**config.mk**
```make
export PLATFORM = sky130hd
export DESIGN_NAME = wtsp_front
export DESIGN_NICKNAME = d
export VERILOG_FILES = /design/src/sv/wtsp_pkg.sv /design/src/sv/wtsp_front.sv
export SDC_FILE = /design/constraint.sdc
export NUM_CORES = 1
export LEC_CHECK = 0
export BUFFER_PORTS_ARGS = -buffer_cell sky130_fd_sc_hd__buf_2
export CAP_MARGIN = 5
export CORE_MARGIN = 1
export CORE_UTILIZATION = 40
export CTS_CLUSTER_DIAMETER = 100
export DETAILED_ROUTE_END_ITERATION = 10
export GPL_TIMING_DRIVEN = 0
export RECOVER_POWER = 25
export SLEW_MARGIN = 20
export SYNTH_ARGS = -nofsm -noshare
export SYNTH_HDL_FRONTEND = slang
export SYNTH_SLANG_ARGS = --single-unit
```
**constraint.sdc**
```tcl
create_clock -name clock -period 7.8 [get_ports clock]
set_input_delay 0.78 -clock clock [delete_from_list [all_inputs] [get_ports clock]]
set_output_delay 0.78 -clock clock [all_outputs]
set_load 0.02 [all_outputs]
```
**src/sv/wtsp_pkg.sv**
```systemverilog
// ============================================================================
// wtsp_pkg
// Shared widths, register indexes and types of the world-to-screen projection.
// ============================================================================
`default_nettype none

package wtsp_pkg;

   localparam int QH_W  = 16;   // one quaternion component, Q2.14
   localparam int PQ_W  = 32;   // product of two quaternion components
   localparam int EW    = 35;   // matrix entry before rounding, Q7.28
   localparam int MW    = 22;   // matrix entry after rounding, Q16
   localparam int RW    = 33;   // point minus camera position
   localparam int PW    = 55;   // matrix entry times offset
   localparam int SW    = 57;   // sum of three such products
   localparam int CW    = 41;   // camera-space coordinate, Q25.16
   localparam int DW    = 40;   // depth and coordinate magnitude
   localparam int HW    = 20;   // half of a magnitude for the split multiply
   localparam int FW    = 31;   // focal factor and near distance
   localparam int PPW   = 51;   // partial product of half magnitude and focal factor
   localparam int NW    = 72;   // dividend
   localparam int QW    = 41;   // quotient bits
   localparam int NDW   = 42;   // signed normalised coordinate
   localparam int TW    = 43;   // one plus or minus normalised coordinate
   localparam int VW    = 16;   // viewport dimension
   localparam int PXW   = 60;   // pixel product
   localparam int OW    = 32;   // output coordinate
   localparam int DIV_LAT = QW + 1;

   localparam logic [QW-1:0]          NDC_CAP  = {1'b1, {(QW-1){1'b0}}};
   localparam logic signed [EW-1:0]   ONE_Q28  = EW'(64'sd268435456);
   localparam logic signed [TW-1:0]   ONE_Q16  = TW'(64'sd65536);

   localparam logic [2:0] REG_CAM_X  = 3'd0;
   localparam logic [2:0] REG_CAM_Y  = 3'd1;
   localparam logic [2:0] REG_CAM_Z  = 3'd2;
   localparam logic [2:0] REG_QUAT   = 3'd3;
   localparam logic [2:0] REG_NEAR   = 3'd4;
   localparam logic [2:0] REG_FOCAL_X = 3'd5;
   localparam logic [2:0] REG_FOCAL_Y = 3'd6;
   localparam logic [2:0] REG_VIEWPORT = 3'd7;

   typedef struct packed {
      logic [31:0]          cam_x;
      logic [31:0]          cam_y;
      logic [31:0]          cam_z;
      logic [FW-1:0]        near;
      logic [FW-1:0]        fx;
      logic [FW-1:0]        fy;
      logic [VW-1:0]        vw;
      logic [VW-1:0]        vh;
      logic [8:0][MW-1:0]   mat;
   } cfg_type;

   typedef struct packed {
      logic [RW-1:0] rx;
      logic [RW-1:0] ry;
      logic [RW-1:0] rz;
   } point_type;

   typedef struct packed {
      logic vis;
      logic sx;
      logic sy;
   } side_type;

endpackage

`default_nettype wire

```
**src/sv/wtsp_front.sv**
```systemverilog
// ============================================================================
// wtsp_front
// Request intake: removes the camera offset and queues the result for the
// back end.
// ============================================================================
`default_nettype none

module wtsp_front (
   input  wire logic                 clock,
   input  wire logic                 reset,
   input  wire logic                 req_valid,
   output logic                      req_stall,
   input  wire logic [31:0]          req_point_x,
   input  wire logic [31:0]          req_point_y,
   input  wire logic [31:0]          req_point_z,
   input  wire wtsp_pkg::cfg_type    cfg,
   input  wire logic                 pop,
   output logic                      q_valid,
   output wtsp_pkg::point_type       q_data
);
   import wtsp_pkg::*;

   localparam int DEPTH = 4;
   localparam int AW    = 2;

   logic       f_v_ff, f_v_in;
   point_type  f_pt_ff, f_pt_in;
   point_type  mem_ff [0:DEPTH-1];
   logic [AW-1:0] wr_ff, rd_ff;
   logic [AW:0]   cnt_ff;
   logic       full, push, accept;

   assign full      = (cnt_ff == (AW+1)'(DEPTH));
   assign push      = f_v_ff && !full;
   assign req_stall = f_v_ff && full;
   assign accept    = req_valid && !req_stall;
   assign q_valid   = (cnt_ff != '0);
   assign q_data    = mem_ff[rd_ff];

   always_comb begin
      f_pt_in.rx = RW'($signed(req_point_x)) - RW'($signed(cfg.cam_x));
      f_pt_in.ry = RW'($signed(req_point_y)) - RW'($signed(cfg.cam_y));
      f_pt_in.rz = RW'($signed(req_point_z)) - RW'($signed(cfg.cam_z));
      if (accept) begin
         f_v_in = 1'b1;
      end else if (push) begin
         f_v_in = 1'b0;
      end else begin
         f_v_in = f_v_ff;
      end
   end

   always_ff @(posedge clock) begin
      if (reset) begin
         f_v_ff <= 1'b0;
         wr_ff  <= '0;
         rd_ff  <= '0;
         cnt_ff <= '0;
      end else begin
         f_v_ff <= f_v_in;
         if (push) begin
            wr_ff <= wr_ff + AW'(1);
         end
         if (pop) begin
            rd_ff <= rd_ff + AW'(1);
         end
         if (push && !pop) begin
            cnt_ff <= cnt_ff + (AW+1)'(1);
         end else if (pop && !push) begin
            cnt_ff <= cnt_ff - (AW+1)'(1);
         end
      end
   end

   always_ff @(posedge clock) begin
      if (accept) begin
         f_pt_ff <= f_pt_in;
      end
      if (push) begin
         mem_ff[wr_ff] <= f_pt_ff;
      end
   end

endmodule

`default_nettype wire

```
==> tab_implementation.tex, run 1 <==
\begin{tabular}{lr}
\hline
Metric & Value \\
\hline
\multicolumn{2}{l}{\textbf{GRT}} \\
\quad Global-route met2 utilization & 27.6\% \\
\quad Number of global-route vias before repair & 13000 \\
\quad Total global routing track utilization & 17.4\% \\
\quad Global route hottest layer & met2 \\
\quad Antenna violations before repair & 8 \\
\quad Met1 Use GR & 23.5\% \\
\quad Overall overflow remaining after global route & 0 \\
\quad First-pass GRT wire length & 75000 um \\
\quad Met3 track demand over resource & 4.83\% \\
\quad Pin count of the biggest net entering global routing & 44 \\
\multicolumn{2}{l}{\textbf{Layout}} \\
\quad Final net count & 2418 \\
\quad Area growth from synthesis to layout & 19.8\% \\
\quad Fraction of final layout cells with drive strength greater than 1 & 27.7\% \\
\quad Number of fill cells in the layout & 4948 \\
\multicolumn{2}{l}{\textbf{Critical path}} \\
\quad Signal arrival time at the worst endpoint & around 3.6 ns \\
\quad Type of destination of the critical path & output port \\
\quad Crit-path cells & clkbuf\_1 > buf\_2 > buf\_1 > mux4\_2 > buf\_2 \\
\quad Crit path max-delay family & buffers and inverters \\
\quad Type of element launching the critical path & flop \\
\quad Number of cell instances on the worst register-to-register path & 8 \\
\quad Worst Path Max Fanout & 10 \\
\quad Top cell by count, worst path & buf\_2 \\
\quad Critical setup path kind & flop to output port \\
\quad Slowest library cell on the worst path & buf\_1 \\
\quad Critical path buffer and inverter count & 4 \\
\quad Stage delay of the slowest cell on the critical path & 0.72 ns \\
\quad CP required & 7.02 ns \\
\quad Number of stages on the worst setup path & 5 \\
\multicolumn{2}{l}{\textbf{CTS}} \\
\quad Root Driver & clkbuf\_16 \\
\quad Clock sink count & 505 \\
\quad Cts bufs inserted & 52 \\
\quad Count of buffers added by post-CTS timing repair for setup & 0 \\
\quad Insertion delay of the later-clocked pin in the worst-skew pair & 0.60 ns \\
\quad Post-cts gate resize count & 0 \\
\quad Max H-tree Level & 2 \\
\quad CTS tree & done \\
\quad Hold buffer count at CTS & 0 \\
\quad Number of buffers on the longest clock path & 3 \\
\quad CTS clk-pin slew, worst paths & 0.06 ns \\
\multicolumn{2}{l}{\textbf{Synthesis}} \\
\quad Library cell with the highest instance count after synthesis & edfxtp\_1 \\
\quad Post-Synthesis Net Count & between 2000 and 2500 \\
\quad Cell type with the largest total area after synthesis & edfxtp\_1 \\
\quad Warnings, synthesis & 0 \\
\quad Top cell type's share of synthesized area & roughly two thirds \\
\quad Share of synthesized area occupied by flip-flops and latches & 66.0\% \\
\quad Post-Synthesis Cells & about 1400 \\
\quad List of most frequent post-synthesis cells & edfxtp\_1 (495), inv\_1 (121), ha\_1 (101), mux4\_2 (99), a21oi\_1 (66) \\
\quad Cells taking the most area after synthesis & edfxtp\_1 (65\%), mux4\_2 (9.8\%), ha\_1 (5.5\%), xnor2\_1 (2.1\%), inv\_1 (2.0\%) \\
\quad Area of the mapped netlist & 22800 um\^{}2 \\
\quad Cell variety after synth & 67 \\
\quad Ys flop type & edfxtp\_1 \\
\quad FF+latch count, synth & 505 \\
\quad Number of enable flip-flop cells after synthesis & 495 \\
\quad Async set-reset flop share out of synthesis & 0\% \\
\quad Post-Syn Area per Cell & 15.9 um\^{}2 \\
\multicolumn{2}{l}{\textbf{STA}} \\
\quad Count of endpoints failing hold in the final timing report & 0 \\
\quad Shortest period the worst path allows & approximately 4.4 ns \\
\quad Total Negative Setup Slacks & 0 ns \\
\quad F\_max & around 230 MHz \\
\quad Worst-case headroom to the max-slew limit & 35.9\% \\
\quad Final setup skew & 0.0170 ns \\
\quad Worst slack on hold paths & 0.457 ns \\
\quad Number of pins with negative max-slew slack in the final report & 0 \\
\quad Transition time of the tightest slew-check pin & about 0.96 ns \\
\quad Final setup viols & 0 \\
\quad Final critical-path share of the clock period & 56.5\% \\
\quad Setup repair after global routing missed its margin & no \\
\multicolumn{2}{l}{\textbf{Drt}} \\
\quad DRC marker count from the first detailed-route iteration & 803 \\
\quad DRC & 0 \\
\quad Via count of the routed design & 13300 \\
\quad TritonRoute pass-1 iters & 5 \\
\quad Number of nets still failing antenna checks after routing & 0 \\
\quad Post-detailed-route via-to-cell ratio & about 5 \\
\quad Routed length per instance & 19.4 um \\
\quad WL final & 50300 um \\
\multicolumn{2}{l}{\textbf{Run}} \\
\quad Max-cap check violation count & 0 \\
\multicolumn{2}{l}{\textbf{Placed design}} \\
\quad Final weighted congestion in routability-driven placement & 0.874 \\
\quad Post-detail-place hpwl & 36000 um \\
\quad Input/output buffers & 295 \\
\multicolumn{2}{l}{\textbf{Floorplanning}} \\
\quad Num rows & 87 \\
\quad Width of the die & 241 um \\
\quad Die area & 58000 um\^{}2 \\
\quad Number of top-level pins & 620 \\
\quad Starting Density & 40.5\% \\
\quad Chip Height & 241 um \\
\quad Core ar. & 56400 um\^{}2 \\
\multicolumn{2}{l}{\textbf{Hold path}} \\
\quad Path class of the lowest-slack min-delay path & input port to flop \\
\quad Hold-critical path depth & 3 \\
\multicolumn{2}{l}{\textbf{Outcome}} \\
\quad Outcome & finished, final reports clean \\
\multicolumn{2}{l}{\textbf{Pwr}} \\
\quad Leakage dissipation & 10.4 nW \\
\quad Power Dens Cells & 253 nW/um\^{}2 \\
\quad Maximum VDD drop & 158 uV \\
\hline
\end{tabular}
==> flip-flops by register name (all words and copies together) (netlist names), named ones only <==
signal   flops
mem_ff     396
f_pt_ff     99
cnt_ff       3
rd_ff        2
wr_ff        2
f_v_ff       1
==> power breakdown <==
| group | internal (W) | switching (W) | total, W |
|---|---|---|---|
| registers | 0.00326 | 0.0000902 | 0.00335 |
| logic | 0.000442 | 0.000640 | 0.00108 |
| clock network | 0.00146 | 0.00102 | 0.00247 |
==> cells in the final DEF (no fill, tap or decap), types with 5 or more instances in the layout <==
master and count:
nor2_1 63, nand3_1 19, o21a_1 13, clkbuf_16 53
buf_2 296, xor2_1 30, xnor2_1 55, a21oi_1 66
ha_1 101, clkinv_2 7, edfxtp_1 495, mux2i_1 7
bufinv_16 6, nor2b_1 16, nor3_1 10, nand4_1 12
a21o_1 54, nand2b_1 10, o21bai_1 5, a31oi_1 20
dfxtp_1 10, nand2_1 46, mux4_2 99, buf_1 10
inv_1 121, clkbuf_1 33, and3_1 8, clkinvlp_4 6
o21ai_0 43, a211oi_1 7, or3_1 8, buf_16 9
clkinv_1 11
==> worst paths after layout <==
| kind | from | endpoint | slack [ns] |
|---|---|---|---|
| max | flop | q_data[95] | 3.39 |
| min | req_valid | f_v_ff | 0.46 |
| max reg2reg | cnt_ff[0] | cnt_ff[2] | 5.27 |
| min reg2reg | f_pt_ff[2] | mem_ff[2][2] | 0.48 |
==> final cells by class <==
class	count	area [um^2]	area share, %
tap	756	946	3.46
multi-input combinational	769	7170	26.2
buffer	37	148	0.540
sequential	505	15100	55.1
clock inverter	36	377	1.38
timing repair buffer	308	1800	6.60
inverter	121	454	1.66
clock buffer	61	1360	4.96
antenna	3	7.51	0.0275
==> kinds of logic after synthesis <==
kind of cell             count (synthesis)  share of synthesized area (%)
XOR/XNOR                                85                           3.26
multiplexers                           106                           10.1
AND/OR/NAND/NOR                        215                           4.67
AO/OA/AOI/OAI                          258                           7.46
adder cells (fa/ha/maj)                105                           5.89
flip-flops                             505                           66.0
buffers and inverters                  158                           2.64
==> through the flow <==
stage	cell area [um^2]	util [%]	power (W)	cells	worst slack [ns]
floorplan	22800	-	0.00410	1432	2.13
global placement	25200	44.8	0.00448	2483	-1.97
detailed placement	25600	45.4	0.00450	2496	3.74
CTS	27300	48.5	0.00700	2593	3.17
global route	27300	48.5	0.00720	2593	3.10
finish	27300	48.5	0.00691	2596	3.39
==> worst min-delay path, cell delays in order <==
cell and delay, ns:
buf_2 0.11, nor2_1 0.05, nor2_1 0.07
==> per-layer routing <==
layer,routed length [um],vias to the layer above
li1,-,6315
met4,1010,10
met5,68,-
met1,22200,6540
met3,3740,70
met2,23400,379
Note: power is estimated with default switching activity, not from simulation.
==> run 2: changes to the inputs <==
--- a/config.mk
+++ b/config.mk
@@ -5,8 +5,10 @@
 export SDC_FILE = /design/constraint.sdc
 export NUM_CORES = 1
 export LEC_CHECK = 0
+export ABC_AREA = 1
 export BUFFER_PORTS_ARGS = -buffer_cell sky130_fd_sc_hd__buf_2
 export CAP_MARGIN = 5
+export CORE_ASPECT_RATIO = 1.25
 export CORE_MARGIN = 1
 export CORE_UTILIZATION = 40
 export CTS_CLUSTER_DIAMETER = 100
==> constraint.sdc (replaced) <==
create_clock -name clock -period 4.6 [get_ports clock]
set_input_delay 0.46 -clock clock [delete_from_list [all_inputs] [get_ports clock]]
set_output_delay 0.46 -clock clock [all_outputs]
set_load 0.02 [all_outputs]
==> run 2 against run 1 <==
Final area increased by 11%; largest cell class unchanged; die area increased by 13%; sequential share of layout area decreased by 5.6 points.
==> tab_implementation.tex, run 2 <==
\begin{tabular}{lr}
\hline
Metric & Value \\
\hline
\multicolumn{2}{l}{\textbf{STA}} \\
\quad Setup repair after global routing missed its margin & no \\
\quad Final setup viols & 0 \\
\quad Total Negative Setup Slacks & 0 ns \\
\quad Final setup skew & roughly 0.015 ns \\
\quad Count of endpoints failing hold in the final timing report & 0 \\
\quad Worst slack on hold paths & 0.218 ns \\
\quad Number of pins with negative max-slew slack in the final report & 0 \\
\quad Shortest period the worst path allows & 3.14 ns \\
\quad Worst-case headroom to the max-slew limit & around 52\% \\
\quad F\_max & 318 MHz \\
\quad Transition time of the tightest slew-check pin & 0.716 ns \\
\quad Final critical-path share of the clock period & 68.3\% \\
\multicolumn{2}{l}{\textbf{GRT}} \\
\quad Number of global-route vias before repair & 18300 \\
\quad Total global routing track utilization & 20.5\% \\
\quad First-pass GRT wire length & roughly 100000 um \\
\quad Antenna violations before repair & 5 \\
\quad Pin count of the biggest net entering global routing & 61 \\
\quad Overall overflow remaining after global route & 0 \\
\multicolumn{2}{l}{\textbf{Layout}} \\
\quad Area growth from synthesis to layout & 17.8\% \\
\quad Fraction of final layout cells with drive strength greater than 1 & 13.9\% \\
\quad Final net count & roughly 3800 \\
\quad Max FFs per register & a little under 400 \\
\quad Top library cells by usage in the layout, fill and taps aside & nand2\_1 (748), edfxtp\_1 (495), inv\_1 (490) \\
\quad Largest registers in the final layout & mem\_ff: 396 flops, f\_pt\_ff: 99 flops, cnt\_ff: 3 flops \\
\quad Number of fill cells in the layout & between 5000 and 6000 \\
\quad Most common cell after layout, fill and taps aside & nand2\_1 \\
\quad Final core area utilization & 47.9\% \\
\quad Register with the highest flop count & mem\_ff \\
\multicolumn{2}{l}{\textbf{Critical path}} \\
\quad Signal arrival time at the worst endpoint & 2.68 ns \\
\quad Crit-path cells & buf\_4 > buf\_8 > inv\_8 > clkbuf\_1 > o21ai\_0 > o22ai\_1 > buf\_2 \\
\quad Slowest library cell on the worst path & o22ai\_1 \\
\quad Stage delay of the slowest cell on the critical path & 0.44 ns \\
\quad Type of element launching the critical path & flop \\
\quad Startpoint of the worst-slack reg-to-reg timing path & cnt\_ff[0] \\
\quad Type of destination of the critical path & output port \\
\quad Critical setup path kind & flop to output port \\
\quad Number of cell instances on the worst register-to-register path & 6 \\
\quad Worst Path Max Fanout & 10 \\
\quad Reg2Reg Setup Slack & 2.24 ns \\
\quad CP required & 4.14 ns \\
\quad Reg2reg end & mem\_ff[2][53] \\
\multicolumn{2}{l}{\textbf{Hold path}} \\
\quad Path class of the lowest-slack min-delay path & input port to flop \\
\quad Hold path start & pop \\
\quad Hold path endpoint & rd\_ff[0] \\
\quad Hold-critical path depth & 4 \\
\multicolumn{2}{l}{\textbf{Synthesis}} \\
\quad Post-Synthesis Cells & 2795 \\
\quad Top cell type's share of synthesized area & 57.5\% \\
\quad Complex-gate fraction of the synthesized area & 7.79\% \\
\quad List of most frequent post-synthesis cells & nand2\_1 (748), edfxtp\_1 (495), inv\_1 (491), nor2\_1 (333), o21ai\_0 (192) \\
\quad Cell type with the largest total area after synthesis & edfxtp\_1 \\
\quad Main combinational cell family by area after synthesis & simple AND/OR/NAND/NOR gates \\
\quad Synthesized-area fraction occupied by xor and xnor cells & 1.53\% \\
\quad FF+latch count, synth & 505 \\
\quad Mux share of post-synthesis cell area & 0\% \\
\quad Share of synthesized area occupied by flip-flops and latches & 58.3\% \\
\quad Simple-gate share of the synthesized area & 18.5\% \\
\quad Area of the mapped netlist & roughly 26000 um\^{}2 \\
\quad Warnings, synthesis & 0 \\
\quad Arithmetic-cell share of the synthesized area counting full adders, half adders and majority gates & 5.20\% \\
\quad Async set-reset flop share out of synthesis & 0\% \\
\quad Cells taking the most area after synthesis & edfxtp\_1 (58\%), nand2\_1 (11\%), inv\_1 (7.1\%), ha\_1 (4.9\%), nor2\_1 (4.8\%) \\
\quad Number of enable flip-flop cells after synthesis & 495 \\
\quad Cell variety after synth & 34 \\
\quad Library cell with the highest instance count after synthesis & nand2\_1 \\
\quad Ys flop type & edfxtp\_1 \\
\quad Post-Synthesis Net Count & 3419 \\
\quad Post-Syn Area per Cell & between 9 and 10 um\^{}2 \\
\multicolumn{2}{l}{\textbf{Pwr}} \\
\quad Sequential cell fraction of total power & between 40 and 50\% \\
\quad Power Dens Cells & 383 nW/um\^{}2 \\
\quad Clock power share & approximately 34\% \\
\quad Maximum VDD drop & 260 uV \\
\quad Power share of the combinational group & around 18\% \\
\quad Internal & 0.00844 W \\
\quad Fraction of power spent switching nets & about 28\% \\
\quad Reported net switching power & 0.00322 W \\
\quad Leakage dissipation & 13.9 nW \\
\multicolumn{2}{l}{\textbf{Floorplanning}} \\
\quad Core ar. & 63500 um\^{}2 \\
\quad Starting Density & 40.7\% \\
\quad Chip Height & 286 um \\
\quad Width of the die & about 230 um \\
\quad Die area & 65600 um\^{}2 \\
\quad Number of top-level pins & 620 \\
\quad Num rows & 103 \\
\multicolumn{2}{l}{\textbf{CTS}} \\
\quad CTS clk-pin slew, worst paths & 0.06 ns \\
\quad Count of buffers added by post-CTS timing repair for setup & 0 \\
\quad Clock sink count & 505 \\
\quad Post-cts gate resize count & 0 \\
\quad Cts bufs inserted & 49 \\
\quad Insertion delay of the later-clocked pin in the worst-skew pair & 0.59 ns \\
\quad Max H-tree Level & 2 \\
\quad Root Driver & clkbuf\_16 \\
\quad Hold buffer count at CTS & 0 \\
\quad CTS tree & done \\
\quad Number of buffers on the longest clock path & 3 \\
\multicolumn{2}{l}{\textbf{Drt}} \\
\quad DRC marker count from the first detailed-route iteration & between 1000 and 1500 \\
\quad Number of nets still failing antenna checks after routing & 0 \\
\quad Post-detailed-route via-to-cell ratio & 4.80 \\
\quad TritonRoute pass-1 iters & 8 \\
\quad DRC & 0 \\
\quad Via count of the routed design & 19400 \\
\quad Routed length per instance & 16.9 um \\
\quad WL final & just under 70000 um \\
\multicolumn{2}{l}{\textbf{Run}} \\
\quad Max-cap check violation count & 0 \\
\multicolumn{2}{l}{\textbf{Placed design}} \\
\quad Post-detail-place hpwl & 51100 um \\
\quad Final weighted congestion in routability-driven placement & 0.908 \\
\quad Input/output buffers & 295 \\
\multicolumn{2}{l}{\textbf{Outcome}} \\
\quad Outcome & finished, final reports clean \\
\hline
\end{tabular}
[run 2: changes by cell type after synthesis, sizes merged, moves of 51 or more]
cell / previous run / this run
nand2: 46 / 772
inv: 121 / 492
nor2: 63 / 333
o21ai: 47 / 198
mux4: 99 / 0
o22ai: 3 / 99
nand3: 19 / 72
a21o: 54 / 3
[run 2: how the worst max path moves through the flow]
| stage | start | cells past startpoint | slack (ns) | end |
|---|---|---|---|---|
| global route | flop | 7 | 1.32 | q_data[69] |
| finish | flop | 7 | 1.46 | q_data[69] |
| detailed placement | flop | 7 | 2.00 | q_data[69] |
| CTS | flop | 7 | 1.36 | q_data[69] |
| floorplan | cnt_ff[0] | 4 | -0.76 | mem_ff[0][0] |
| global placement | cnt_ff[0] | 4 | -4.80 | mem_ff[0][55] |
[run 2: worst max-delay path, delay by kind of cell (launching register included)]
| kind | cells | cell delay [ns] |
|---|---|---|
| AOI/OAI and AO/OA | 2 | 0.59 |
| buffers and inverters | 5 | 1.19 |
| DFF | 1 | 0.30 |
[run 2: layout make-up]
type / instances / area [um^2] / area share [%]
inverter: 493 / 1860 / 6.12
clock inverter: 26 / 272 / 0.892
multi-input combinational: 1730 / 8550 / 28.1
sequential: 505 / 15100 / 49.5
timing repair buffer: 315 / 1940 / 6.36
clock buffer: 63 / 1300 / 4.27
antenna: 5 / 12.5 / 0.0411
buffer: 67 / 390 / 1.28
tap: 840 / 1050 / 3.45
[run 2: cell families after synthesis]
family	count (synthesis)
xor+xnor	45
simple gates	1208
flops	505
fa+ha+maj	105
compound gates	372
buf+inv	560
[run 2: power groups by stage]
stage               Sequential (W)  Clock [W]  Combinational, W
global placement           0.00579          0           0.00201
detailed placement         0.00574          0           0.00207
finish                     0.00564    0.00396           0.00206
floorplan                  0.00571          0           0.00129
CTS                        0.00565    0.00403           0.00208
global route               0.00568    0.00419           0.00229
[run 2: routing by layer]
| metal | global-route usage [%] | up-vias | part of all wire (%) | routed length, um |
|---|---|---|---|---|
| met2 | 33.8 | 590 | 46 | 31200 |
| met4 | 4.60 | 0 | 1.8 | 1210 |
| li1 | - | 9843 | - | - |
| met5 | 0 | - | 0 | 0 |
| met3 | 3.87 | 79 | 8.1 | 5510 |
| met1 | 28.1 | 8907 | 44 | 30200 |
[run 2: per-stage QoR]
stage / instance area, um^2 / total power [W] / cells / setup WS (ns)
floorplan: 25800 / 0.00699 / 2795 / -0.756
global placement: 28400 / 0.00779 / 3930 / -4.80
detailed placement: 28900 / 0.00782 / 3950 / 2.00
CTS: 30400 / 0.0118 / 4039 / 1.36
global route: 30400 / 0.0122 / 4039 / 1.32
finish: 30400 / 0.0117 / 4044 / 1.46
